### src/rtl/mfdp_pkg.sv
package mfdp_pkg;

  // Product queue between the multiply front and the accumulate back
  localparam int unsigned QDepth = 8;
  localparam int unsigned QPtrW  = $clog2(QDepth);
  localparam int unsigned QCntW  = $clog2(QDepth + 1);

  localparam logic [31:0] CanonNan = 32'h7FC0_0000;
  localparam logic [31:0] PosInf   = 32'h7F80_0000;

  // Element encodings; the unused code decodes as fp32
  typedef enum logic [1:0] {
    FmtFp32 = 2'd0,
    FmtFp16 = 2'd1,
    FmtBf16 = 2'd2
  } fmt_e;

  typedef logic signed [12:0] exp_t;

  // Rounded fp32 product: value = mant * 2^expo, mant normalized (msb set)
  typedef struct packed {
    logic        last;
    logic        nan;
    logic        inf;
    logic        zero;
    logic        sign;
    exp_t        expo;
    logic [23:0] mant;
  } prod_t;

  // Unpacked operand after decode: value = mant * 2^expo, mant normalized
  typedef struct packed {
    logic        sign;
    logic        zero;
    logic        inf;
    logic        nan;
    exp_t        expo;
    logic [23:0] mant;
  } op_t;

  // fp64 accumulator: value = mant * 2^expo, mant normalized unless zero
  typedef struct packed {
    logic        sign;
    logic        zero;
    logic        inf;
    logic        nan;
    exp_t        expo;
    logic [52:0] mant;
  } acc_t;

  function automatic logic [4:0] lzc24(input logic [23:0] v);
    logic [4:0] n;
    n = 5'd24;
    for (int i = 0; i < 24; i++) begin
      if (v[i]) n = 5'(23 - i);
    end
    return n;
  endfunction

  function automatic logic [4:0] lzc25(input logic [24:0] v);
    logic [4:0] n;
    n = 5'd25;
    for (int i = 0; i < 25; i++) begin
      if (v[i]) n = 5'(24 - i);
    end
    return n;
  endfunction

  function automatic logic [5:0] lzc57(input logic [56:0] v);
    logic [5:0] n;
    n = 6'd57;
    for (int i = 0; i < 57; i++) begin
      if (v[i]) n = 6'(56 - i);
    end
    return n;
  endfunction

endpackage

### src/rtl/mfdp_front.sv
module mfdp_front import mfdp_pkg::*; (
  input  logic             clk_i,
  input  logic             rst_ni,
  input  logic             cfg_valid_i,
  input  logic [1:0]       cfg_data_i,
  input  logic             in_valid_i,
  output logic             in_ready_o,
  input  logic [31:0]      x_bits_i,
  input  logic [31:0]      y_bits_i,
  input  logic             last_i,
  input  logic [QCntW-1:0] q_count_i,
  output logic             prod_valid_o,
  output prod_t            prod_o
);

  // Decode one element into sign, flags and a normalized 24-bit mantissa
  function automatic op_t unpack_op(input logic [31:0] raw, input fmt_e fmt);
    op_t         r;
    logic        sgn;
    logic        all1;
    logic        fzero;
    logic        ezero;
    logic [23:0] m;
    exp_t        e;
    logic [4:0]  lz;
    case (fmt)
      FmtFp16: begin
        sgn   = raw[15];
        ezero = (raw[14:10] == 5'd0);
        all1  = &raw[14:10];
        fzero = (raw[9:0] == 10'd0);
        m     = {!ezero, raw[9:0], 13'd0};
        e     = $signed({8'd0, (ezero ? 5'd1 : raw[14:10])}) - 13'sd38;
      end
      FmtBf16: begin
        sgn   = raw[15];
        ezero = (raw[14:7] == 8'd0);
        all1  = &raw[14:7];
        fzero = (raw[6:0] == 7'd0);
        m     = {!ezero, raw[6:0], 16'd0};
        e     = $signed({5'd0, (ezero ? 8'd1 : raw[14:7])}) - 13'sd150;
      end
      default: begin
        sgn   = raw[31];
        ezero = (raw[30:23] == 8'd0);
        all1  = &raw[30:23];
        fzero = (raw[22:0] == 23'd0);
        m     = {!ezero, raw[22:0]};
        e     = $signed({5'd0, (ezero ? 8'd1 : raw[30:23])}) - 13'sd150;
      end
    endcase
    lz     = lzc24(m);
    r.sign = sgn;
    r.zero = ezero & fzero;
    r.inf  = all1 & fzero;
    r.nan  = all1 & !fzero;
    r.mant = m << lz;
    r.expo = e - $signed({8'd0, lz});
    return r;
  endfunction

  fmt_e fmt_q;

  // Stage registers
  logic        s1_valid_q, s2_valid_q, s3_valid_q, s4_valid_q;
  logic        s1_last_q, s1_sign_q, s1_nan_q, s1_inf_q, s1_zero_q;
  exp_t        s1_exp_q;
  logic [23:0] s1_ma_q, s1_mb_q;
  logic        s2_last_q, s2_sign_q, s2_nan_q, s2_inf_q, s2_zero_q;
  exp_t        s2_exp_q;
  logic [47:0] s2_p_q;
  logic        s3_last_q, s3_sign_q, s3_nan_q, s3_inf_q, s3_zero_q;
  exp_t        s3_exp_q;
  logic [24:0] s3_m_q;
  prod_t       s4_q;

  op_t         op_a, op_b;
  logic        in_fire;
  logic [QCntW:0] occ;

  // Stage 3 rounding signals
  exp_t        lead, ext;
  logic [5:0]  drop, base;
  logic [97:0] sh;
  logic [23:0] q;
  logic        rb, st, inc, ovf;
  logic [24:0] mr;
  exp_t        er;

  // Stage 4 normalize signals
  logic [4:0]  lz4;
  logic [24:0] mn;
  prod_t       s4_d;

  // Format register
  always_ff @(posedge clk_i or negedge rst_ni) begin
    if (!rst_ni) begin
      fmt_q <= FmtFp32;
    end else if (cfg_valid_i) begin
      fmt_q <= fmt_e'(cfg_data_i);
    end
  end

  // Credit check: every beat in flight has a queue slot waiting
  assign occ = {1'b0, q_count_i} + (QCntW+1)'(s1_valid_q) + (QCntW+1)'(s2_valid_q)
             + (QCntW+1)'(s3_valid_q) + (QCntW+1)'(s4_valid_q);
  assign in_ready_o = (occ < (QCntW+1)'(QDepth));
  assign in_fire    = in_valid_i & in_ready_o;

  assign op_a = unpack_op(x_bits_i, fmt_q);
  assign op_b = unpack_op(y_bits_i, fmt_q);

  // Stage 3: round the exact product to fp32, subnormals included
  always_comb begin
    lead = s2_exp_q + (s2_p_q[47] ? 13'sd47 : 13'sd46);
    ext  = -13'sd126 - lead;
    base = s2_p_q[47] ? 6'd24 : 6'd23;
    if (ext > 13'sd26) begin
      drop = 6'd50;
    end else if (ext > 13'sd0) begin
      drop = base + ext[5:0];
    end else begin
      drop = base;
    end
    sh  = {s2_p_q, 50'd0} >> drop;
    q   = sh[73:50];
    rb  = sh[49];
    st  = |sh[48:0];
    inc = rb & (st | q[0]);
    mr  = {1'b0, q} + 25'(inc);
    er  = s2_exp_q + $signed({7'd0, drop});
    ovf = (lead > 13'sd127) || ((lead == 13'sd127) && mr[24]);
  end

  // Stage 4: renormalize the rounded mantissa
  always_comb begin
    lz4       = lzc25(s3_m_q);
    mn        = s3_m_q << lz4;
    s4_d.last = s3_last_q;
    s4_d.nan  = s3_nan_q;
    s4_d.inf  = s3_inf_q;
    s4_d.zero = s3_zero_q;
    s4_d.sign = s3_sign_q;
    s4_d.mant = mn[24:1];
    s4_d.expo = s3_exp_q + 13'sd1 - $signed({8'd0, lz4});
  end

  // Valid chain; the pipe never stalls thanks to the credit check
  always_ff @(posedge clk_i or negedge rst_ni) begin
    if (!rst_ni) begin
      s1_valid_q <= 1'b0;
      s2_valid_q <= 1'b0;
      s3_valid_q <= 1'b0;
      s4_valid_q <= 1'b0;
    end else begin
      s1_valid_q <= in_fire;
      s2_valid_q <= s1_valid_q;
      s3_valid_q <= s2_valid_q;
      s4_valid_q <= s3_valid_q;
    end
  end

  // Payload
  always_ff @(posedge clk_i) begin
    s1_last_q <= last_i;
    s1_sign_q <= op_a.sign ^ op_b.sign;
    s1_nan_q  <= op_a.nan | op_b.nan | (op_a.inf & op_b.zero) | (op_a.zero & op_b.inf);
    s1_inf_q  <= op_a.inf | op_b.inf;
    s1_zero_q <= op_a.zero | op_b.zero;
    s1_exp_q  <= op_a.expo + op_b.expo;
    s1_ma_q   <= op_a.mant;
    s1_mb_q   <= op_b.mant;

    s2_last_q <= s1_last_q;
    s2_sign_q <= s1_sign_q;
    s2_nan_q  <= s1_nan_q;
    s2_inf_q  <= s1_inf_q & !s1_nan_q;
    s2_zero_q <= s1_zero_q & !s1_nan_q & !s1_inf_q;
    s2_exp_q  <= s1_exp_q;
    s2_p_q    <= s1_ma_q * s1_mb_q;

    s3_last_q <= s2_last_q;
    s3_sign_q <= s2_sign_q;
    s3_nan_q  <= s2_nan_q;
    s3_inf_q  <= s2_inf_q | (ovf & !s2_nan_q & !s2_zero_q);
    s3_zero_q <= !s2_nan_q & !s2_inf_q & !ovf & (s2_zero_q | (mr == 25'd0));
    s3_exp_q  <= er;
    s3_m_q    <= mr;

    s4_q      <= s4_d;
  end

  assign prod_valid_o = s4_valid_q;
  assign prod_o       = s4_q;

endmodule

### src/rtl/mfdp_fifo.sv
module mfdp_fifo import mfdp_pkg::*; (
  input  logic             clk_i,
  input  logic             rst_ni,
  input  logic             push_i,
  input  prod_t            push_data_i,
  input  logic             pop_i,
  output logic             valid_o,
  output prod_t            data_o,
  output logic [QCntW-1:0] count_o
);

  prod_t            mem_q [QDepth];
  logic [QPtrW-1:0] wptr_q, rptr_q;
  logic [QCntW-1:0] count_q;

  // Pointers and fill count
  always_ff @(posedge clk_i or negedge rst_ni) begin
    if (!rst_ni) begin
      wptr_q  <= '0;
      rptr_q  <= '0;
      count_q <= '0;
    end else begin
      if (push_i) wptr_q <= wptr_q + QPtrW'(1);
      if (pop_i)  rptr_q <= rptr_q + QPtrW'(1);
      count_q <= count_q + QCntW'(push_i) - QCntW'(pop_i);
    end
  end

  // Storage
  always_ff @(posedge clk_i) begin
    if (push_i) mem_q[wptr_q] <= push_data_i;
  end

  assign valid_o = (count_q != '0);
  assign data_o  = mem_q[rptr_q];
  assign count_o = count_q;

endmodule

### src/rtl/mfdp_back.sv
module mfdp_back import mfdp_pkg::*; (
  input  logic        clk_i,
  input  logic        rst_ni,
  input  logic        head_valid_i,
  input  prod_t       head_i,
  output logic        pop_o,
  output logic        out_valid_o,
  input  logic        out_ready_i,
  output logic [31:0] out_data_o
);

  localparam acc_t AccZero = '{sign: 1'b0, zero: 1'b1, inf: 1'b0, nan: 1'b0,
                               expo: '0, mant: '0};

  // Round an fp64 value to fp32 bits, NaN made canonical
  function automatic logic [31:0] to_fp32(input acc_t v);
    exp_t         lead, ext, biased;
    logic [5:0]   drop;
    logic [107:0] sh;
    logic [23:0]  q;
    logic         rb, st, inc;
    logic [24:0]  qr;
    logic [31:0]  r;
    lead = v.expo + 13'sd52;
    ext  = -13'sd126 - lead;
    if (ext > 13'sd26) begin
      drop = 6'd55;
    end else if (ext > 13'sd0) begin
      drop = 6'd29 + ext[5:0];
    end else begin
      drop = 6'd29;
    end
    sh     = {v.mant, 55'd0} >> drop;
    q      = sh[78:55];
    rb     = sh[54];
    st     = |sh[53:0];
    inc    = rb & (st | q[0]);
    qr     = {1'b0, q} + 25'(inc);
    biased = lead + 13'sd127;
    if (v.nan) begin
      r = CanonNan;
    end else if (v.inf) begin
      r = {v.sign, PosInf[30:0]};
    end else if (v.zero) begin
      r = {v.sign, 31'd0};
    end else if ((lead > 13'sd127) || ((lead == 13'sd127) && qr[24])) begin
      r = {v.sign, PosInf[30:0]};
    end else if (ext > 13'sd0) begin
      r = {v.sign, 6'd0, qr};
    end else begin
      r = {v.sign, {biased[7:0], 23'd0} + {6'd0, qr} - 31'h0080_0000};
    end
    return r;
  endfunction

  acc_t        acc_q, fin_q, sum;
  logic        fin_valid_q, out_valid_q;
  logic [31:0] out_data_q;
  logic        out_free, fin_free, pop;

  // Adder datapath
  exp_t         b_e, x_e, y_e, dexp;
  logic [52:0]  b_m, x_m, y_m;
  logic         x_s, y_s, a_big;
  logic [5:0]   dsh, lz;
  logic [112:0] y_wide;
  logic [55:0]  x56, y56;
  logic [56:0]  s57, sn;
  logic [52:0]  mk;
  logic         rbit, stk, inc;
  logic [53:0]  mr54;
  acc_t         gen;

  assign out_free = !out_valid_q | out_ready_i;
  assign fin_free = !fin_valid_q | out_free;
  assign pop      = head_valid_i & fin_free;
  assign pop_o    = pop;

  // fp64 add of accumulator and product, nearest even
  always_comb begin
    b_e   = head_i.expo - 13'sd29;
    b_m   = {head_i.mant, 29'd0};
    a_big = (acc_q.expo > b_e) || ((acc_q.expo == b_e) && (acc_q.mant >= b_m));
    x_m   = a_big ? acc_q.mant : b_m;
    y_m   = a_big ? b_m : acc_q.mant;
    x_e   = a_big ? acc_q.expo : b_e;
    y_e   = a_big ? b_e : acc_q.expo;
    x_s   = a_big ? acc_q.sign : head_i.sign;
    y_s   = a_big ? head_i.sign : acc_q.sign;
    dexp  = x_e - y_e;
    dsh   = (dexp > 13'sd57) ? 6'd57 : dexp[5:0];
    y_wide = {y_m, 60'd0} >> dsh;
    y56   = {y_wide[112:58], y_wide[57] | (|y_wide[56:0])};
    x56   = {x_m, 3'd0};
    s57   = (x_s != y_s) ? ({1'b0, x56} - {1'b0, y56}) : ({1'b0, x56} + {1'b0, y56});
    lz    = lzc57(s57);
    sn    = s57 << lz;
    mk    = sn[56:4];
    rbit  = sn[3];
    stk   = |sn[2:0];
    inc   = rbit & (stk | mk[0]);
    mr54  = {1'b0, mk} + 54'(inc);
    gen.nan  = 1'b0;
    gen.inf  = 1'b0;
    gen.zero = (s57 == 57'd0);
    gen.sign = (s57 == 57'd0) ? 1'b0 : x_s;
    gen.mant = mr54[53] ? mr54[53:1] : mr54[52:0];
    gen.expo = x_e + 13'sd1 - $signed({7'd0, lz}) + (mr54[53] ? 13'sd1 : 13'sd0);

    // Special operands
    sum = gen;
    if (acc_q.nan | head_i.nan | (acc_q.inf & head_i.inf & (acc_q.sign != head_i.sign)))
    begin
      sum.nan = 1'b1;
    end else if (acc_q.inf) begin
      sum = acc_q;
    end else if (head_i.inf) begin
      sum.inf  = 1'b1;
      sum.sign = head_i.sign;
      sum.zero = 1'b0;
    end else if (head_i.zero) begin
      sum = acc_q;
      if (acc_q.zero) sum.sign = acc_q.sign & head_i.sign;
    end else if (acc_q.zero) begin
      sum.sign = head_i.sign;
      sum.zero = 1'b0;
      sum.expo = b_e;
      sum.mant = b_m;
    end
  end

  // Accumulator and result stages
  always_ff @(posedge clk_i or negedge rst_ni) begin
    if (!rst_ni) begin
      acc_q       <= AccZero;
      fin_valid_q <= 1'b0;
      out_valid_q <= 1'b0;
    end else begin
      if (pop) acc_q <= head_i.last ? AccZero : sum;
      if (pop && head_i.last) begin
        fin_valid_q <= 1'b1;
      end else if (out_free) begin
        fin_valid_q <= 1'b0;
      end
      if (out_free) out_valid_q <= fin_valid_q;
    end
  end

  always_ff @(posedge clk_i) begin
    if (pop && head_i.last) fin_q <= sum;
    if (out_free) out_data_q <= to_fp32(fin_q);
  end

  assign out_valid_o = out_valid_q;
  assign out_data_o  = out_data_q;

endmodule

### src/rtl/mixed_format_dot_product_core.sv
// Mixed-format dot product. Element pairs (fp32, fp16 or bf16, chosen by the
// format register) stream in one beat per cycle; each pair is multiplied in
// fp32 and the product is added in fp64 in element order. The beat with tlast
// produces one fp32 result (NaN given as 0x7FC00000) and clears the sum.
// Throughput is one beat per clock while the result side keeps up; the fp64
// add into the accumulator is combinational and sets that rate. A four-stage
// multiply front feeds an eight-entry product queue, then the accumulator,
// a final-sum register and an output register hold each result. Write the
// format register only while no vector is in progress.
module mixed_format_dot_product_core import mfdp_pkg::*; (
  input  logic        clk_i,
  input  logic        rst_ni,
  input  logic        cfg_valid_i,
  output logic        cfg_ready_o,
  input  logic [1:0]  cfg_data_i,      // element_format
  input  logic        s_axis_tvalid_i,
  output logic        s_axis_tready_o,
  input  logic [63:0] s_axis_tdata_i,  // [31:0] x_bits, [63:32] y_bits
  input  logic        s_axis_tlast_i,
  output logic        m_axis_tvalid_o,
  input  logic        m_axis_tready_i,
  output logic [31:0] m_axis_tdata_o   // [31:0] sum_bits
);

  logic             prod_valid, head_valid, pop;
  prod_t            prod, head;
  logic [QCntW-1:0] q_count;

  assign cfg_ready_o = 1'b1;

  mfdp_front u_front (
    .clk_i        (clk_i),
    .rst_ni       (rst_ni),
    .cfg_valid_i  (cfg_valid_i),
    .cfg_data_i   (cfg_data_i),
    .in_valid_i   (s_axis_tvalid_i),
    .in_ready_o   (s_axis_tready_o),
    .x_bits_i     (s_axis_tdata_i[31:0]),
    .y_bits_i     (s_axis_tdata_i[63:32]),
    .last_i       (s_axis_tlast_i),
    .q_count_i    (q_count),
    .prod_valid_o (prod_valid),
    .prod_o       (prod)
  );

  mfdp_fifo u_fifo (
    .clk_i       (clk_i),
    .rst_ni      (rst_ni),
    .push_i      (prod_valid),
    .push_data_i (prod),
    .pop_i       (pop),
    .valid_o     (head_valid),
    .data_o      (head),
    .count_o     (q_count)
  );

  mfdp_back u_back (
    .clk_i        (clk_i),
    .rst_ni       (rst_ni),
    .head_valid_i (head_valid),
    .head_i       (head),
    .pop_o        (pop),
    .out_valid_o  (m_axis_tvalid_o),
    .out_ready_i  (m_axis_tready_i),
    .out_data_o   (m_axis_tdata_o)
  );

endmodule

### config.mk
export PLATFORM = sky130hd
export DESIGN_NAME = mixed_format_dot_product_core
export DESIGN_NICKNAME = d
export VERILOG_FILES = /design/src/rtl/mfdp_pkg.sv /design/src/rtl/mfdp_front.sv /design/src/rtl/mfdp_fifo.sv /design/src/rtl/mfdp_back.sv /design/src/rtl/mixed_format_dot_product_core.sv
export SDC_FILE = /design/constraint.sdc
export NUM_CORES = 2
export LEC_CHECK = 0
export ABC_AREA = 1
export BUFFER_PORTS_ARGS = -buffer_cell sky130_fd_sc_hd__buf_2
export CAP_MARGIN = 20
export CORE_UTILIZATION = 50
export CTS_CLUSTER_SIZE = 16
export DETAILED_ROUTE_END_ITERATION = 7
export PLACE_DENSITY = 0.66
export SETUP_SLACK_MARGIN = 0.15
export SYNTH_ARGS = -nofsm -noshare
export SYNTH_HDL_FRONTEND = slang
export SYNTH_SLANG_ARGS = --single-unit
### constraint.sdc
create_clock -name clk_i -period 43.6 [get_ports clk_i]
set_input_delay 4.36 -clock clk_i [delete_from_list [all_inputs] [get_ports clk_i]]
set_output_delay 4.36 -clock clk_i [all_outputs]
set_load 0.02 [all_outputs]
==> results.tsv <==
stage	metric	value	unit
run_status	status	finished, final reports clean	
cts	clockBufferDepth	3	
cts	htreeDepth	3	
setup_path	worstPathMaxFanout	144	
timing	final.min_clock_period	22290	ps
timing	rsz0062_at_grt	no	
detailed_routing	drt_iter0_drc	7871	
placed_design	portBuffers	105	
setup_path	reg2reg_to	u_back.acc_q[64]	
timing	setup_violations	0	
detailed_routing	wl_per_cell	20.77	µm
timing	hold_slack	324.4	ps
hold_path	min_from	u_front.s1_exp_q[5]	
grt	track_usage	33.85	%
floorplan	rows	149	
detailed_routing	vias	78880	
setup_path	end_kind	flip-flop	
floorplan	die_h	409.4	µm
grt	grt_pass1_wl	441900	µm
setup_path	start_kind	flip-flop	
setup_path	required	44210	ps
timing	finalSetupTns	0	ps
timing	clock_skew	56.57	ps
cts	ctsHoldBuffers	0	
cells_and_area	nFillCells	16580	
timing	worst_pin_slew	1181	ps
detailed_routing	drtAntennaViolNets	0	
detailed_routing	drc_errors	0	
synthesis	synth_area	82990	µm²
setup_path	reg2reg_from	u_fifo.rptr_q[0]	
setup_path	worstSetupPathType	reg2reg	
cts	root_buffer	clkbuf_16	
synthesis	synthFlopType	edfxtp_1	
synthesis	yosys_register_bits	743	
synthesis	ys_seq_area_share	23.74	%
grt	grtUsageMet2	55.50	%
synthesis	synthTopCellsByCount	nand2_1, inv_1, nand3_1	
grt	grt_pass1_vias	75700	
cells_and_area	fin_util	52.79	%
synthesis	synthTopCellsByArea	edfxtp_1, nand2_1, fa_1	
floorplan	die_w	409.4	µm
setup_path	crit_start	u_fifo.rptr_q[0]	
synthesis	synth_top_cell_area_share	15.85	%
synthesis	synth.largest_area_cell	edfxtp_1	
synthesis	synth_edf_count	438	
detailed_routing	dr.pass1.iters	7	
setup_path	cp_data_arrival_time	22900	ps
hold_path	hp-class	reg2reg	
grt	grt-ovfl-total	0	
hold_path	hold_path_depth	0	
cts	clock_sinks	743	
timing	period_share	51.13	%
flow_run	cap_violations	0	
synthesis	yosys_warnings	0	
floorplan	core	164800	µm²
cts	clock_latency	740	ps
cts	cts_tree	yes	
synthesis	yosysMostFrequentCell	nand2_1	
floorplan	start_util	50.36	%
grt	use_met3	5.169	%
synthesis	yosysUniqueCellTypes	96	
cells_and_area	drive_gt1_share	6.644	%
synthesis	synth_area_per_cell	6.982	µm²
setup_path	critPathMaxStageDelay	720	ps
setup_path	crit_path_top_delay_cell	buf_4	
grt	grt.busiest_layer	met2	
cts	post-cts-setup-buffers	0	
setup_path	r2r_slack	21310	ps
cts	cts_made_buffers	85	
timing	slew_violations	0	
floorplan	ioPinCount	107	
hold_path	worstHoldEndpoint	u_front.s2_exp_q[5]	
detailed_routing	routed_wl	289500	µm
synthesis	syn_nets	12880	
synthesis	netlist_instances	11890	
cts	cts_resized	0	
detailed_routing	via_per_inst	5.661	
setup_path	critPathMostFrequentCell	nand2_1	
floorplan	dieArea	167600	µm²
synthesis	async_flop_share	11.84	%
placed_design	hpwl	225500	µm
grt	grt_antenna_before_repair	8	
cells_and_area	nets	12660	
timing	max_freq	44.86	MHz
cells_and_area	area_delta_synth_final	4.828	%
cts	path_clk_slew	60	ps
grt	grt_start_max_net_pins	145	
timing	hold_violations	0	
setup_path	reg2regPathDepth	108	
timing	relSlewSlack	20.45	%
grt	grtUsageMet1	43.79	%
placed_design	gp_congestion	1.025	
## layout make-up
cell class	count	area [µm²]	area share, %
multi-input combinational	8664	52640	60.51
sequential	743	19710	22.65
inverter	1919	7228	8.309
tap	2189	2739	3.148
clock buffer	113	2332	2.681
timing repair buffer	254	1660	1.909
clock inverter	47	678.2	0.7795
antenna	6	15.01	0.01726
## kinds of logic (layout without fill, tap and decap cells)
group           count (synthesis)  after routing  synth area share (%)
other cells                     1              7              0.004519
xor+xnor                      247            247                 2.647
compound gates               1731           1731                 11.64
flops                         743            743                 23.74
simple gates                 5746           5746                 30.36
fa+ha+maj                     917            917                 18.37
buf+inv                      2479           2333                 12.98
mux                            22             22                0.2654
## worst max-delay path by stage
stage,end,cells after the start
after global placement,u_back.acc_q[65],108
after CTS,u_back.acc_q[65],111
after global routing,u_back.acc_q[65],118
after detailed placement,u_back.acc_q[65],111
after floorplan,u_back.fin_q[64],124
final,u_back.acc_q[64],108
## layer usage
metal / up-vias / routed length, µm
met5: - / 13
li1: 37590 / -
met4: 2 / 15470
met3: 665 / 22000
met1: 37420 / 119200
met2: 3203 / 132800
## stage by stage
stage               cells  cell area (µm²)  setup slack [ps]
CTS                 13920            86930             21820
floorplan           11890            82990             28660
global placement    13760            83900             22080
detailed placement  13760            83920             21900
finish              13940            86990             21310
global route        13930            86990             19430
## cells in the final DEF, fill, tap and decap left out, types with 18 or more instances in the layout
cell       Yosys  routed
edfxtp_1     438     438
a211oi_1      18      18
o31ai_1       19      19
inv_2         26      28
nand2_2       95      99
nor4_1        50      50
nor2_2        28      29
xnor2_1       69      69
ha_1         415     414
nor2_4        14      27
a21oi_1      363     363
o211ai_1      28      28
fa_1         502     502
nand3_1     1051    1051
nor3_1        85      84
nand4_1      101     101
buf_2         27     105
clkinv_1      17      21
mux2i_1       22      22
o21bai_1      33      33
buf_4         17     145
inv_1       1870    1869
dfxtp_1      217     217
nand3_2       74      74
clkbuf_16      0      85
o21ai_0      920     915
nor2_1       976     962
xor2_1       175     175
o221ai_1      33      33
nand2_1     3137    3133
a31oi_1       50      50
nand3_4       24      24
o22ai_1      123     123
o21ai_1       29      33
clkbuf_1     336      18
or2_2         23      23
nand2_4       25      25
dfrtp_1       87      85
## critical path: cells and delay by family, from the launching register on
kind	cells	cell delay (ps)
adder cells (fa/ha/maj)	6	2150
flip-flops	1	700
XOR/XNOR	2	580
AND/OR/NAND/NOR	48	7910
buffers and inverters	14	4040
AO/OA/AOI/OAI	38	6510
## registers in the layout, indices dropped and copies added (netlist names), 3 cells and up
signal / count
u_back.out_data_o: 32
u_front.prod_o: 42
u_front.s2_p_q: 48
u_back.acc_q: 70
u_front.s1_exp_q: 13
u_fifo.rptr_q: 3
u_fifo.wptr_q: 3
u_front.s1_mb_q: 24
u_fifo.mem_q: 336
u_fifo.count_o: 4
u_front.s3_exp_q: 13
u_front.s3_m_q: 25
u_front.s1_ma_q: 24
u_back.fin_q: 70
u_front.s2_exp_q: 13
Power is not shown: default switching activity piles up to over one toggle a cycle in this logic, so the estimate is an artifact.
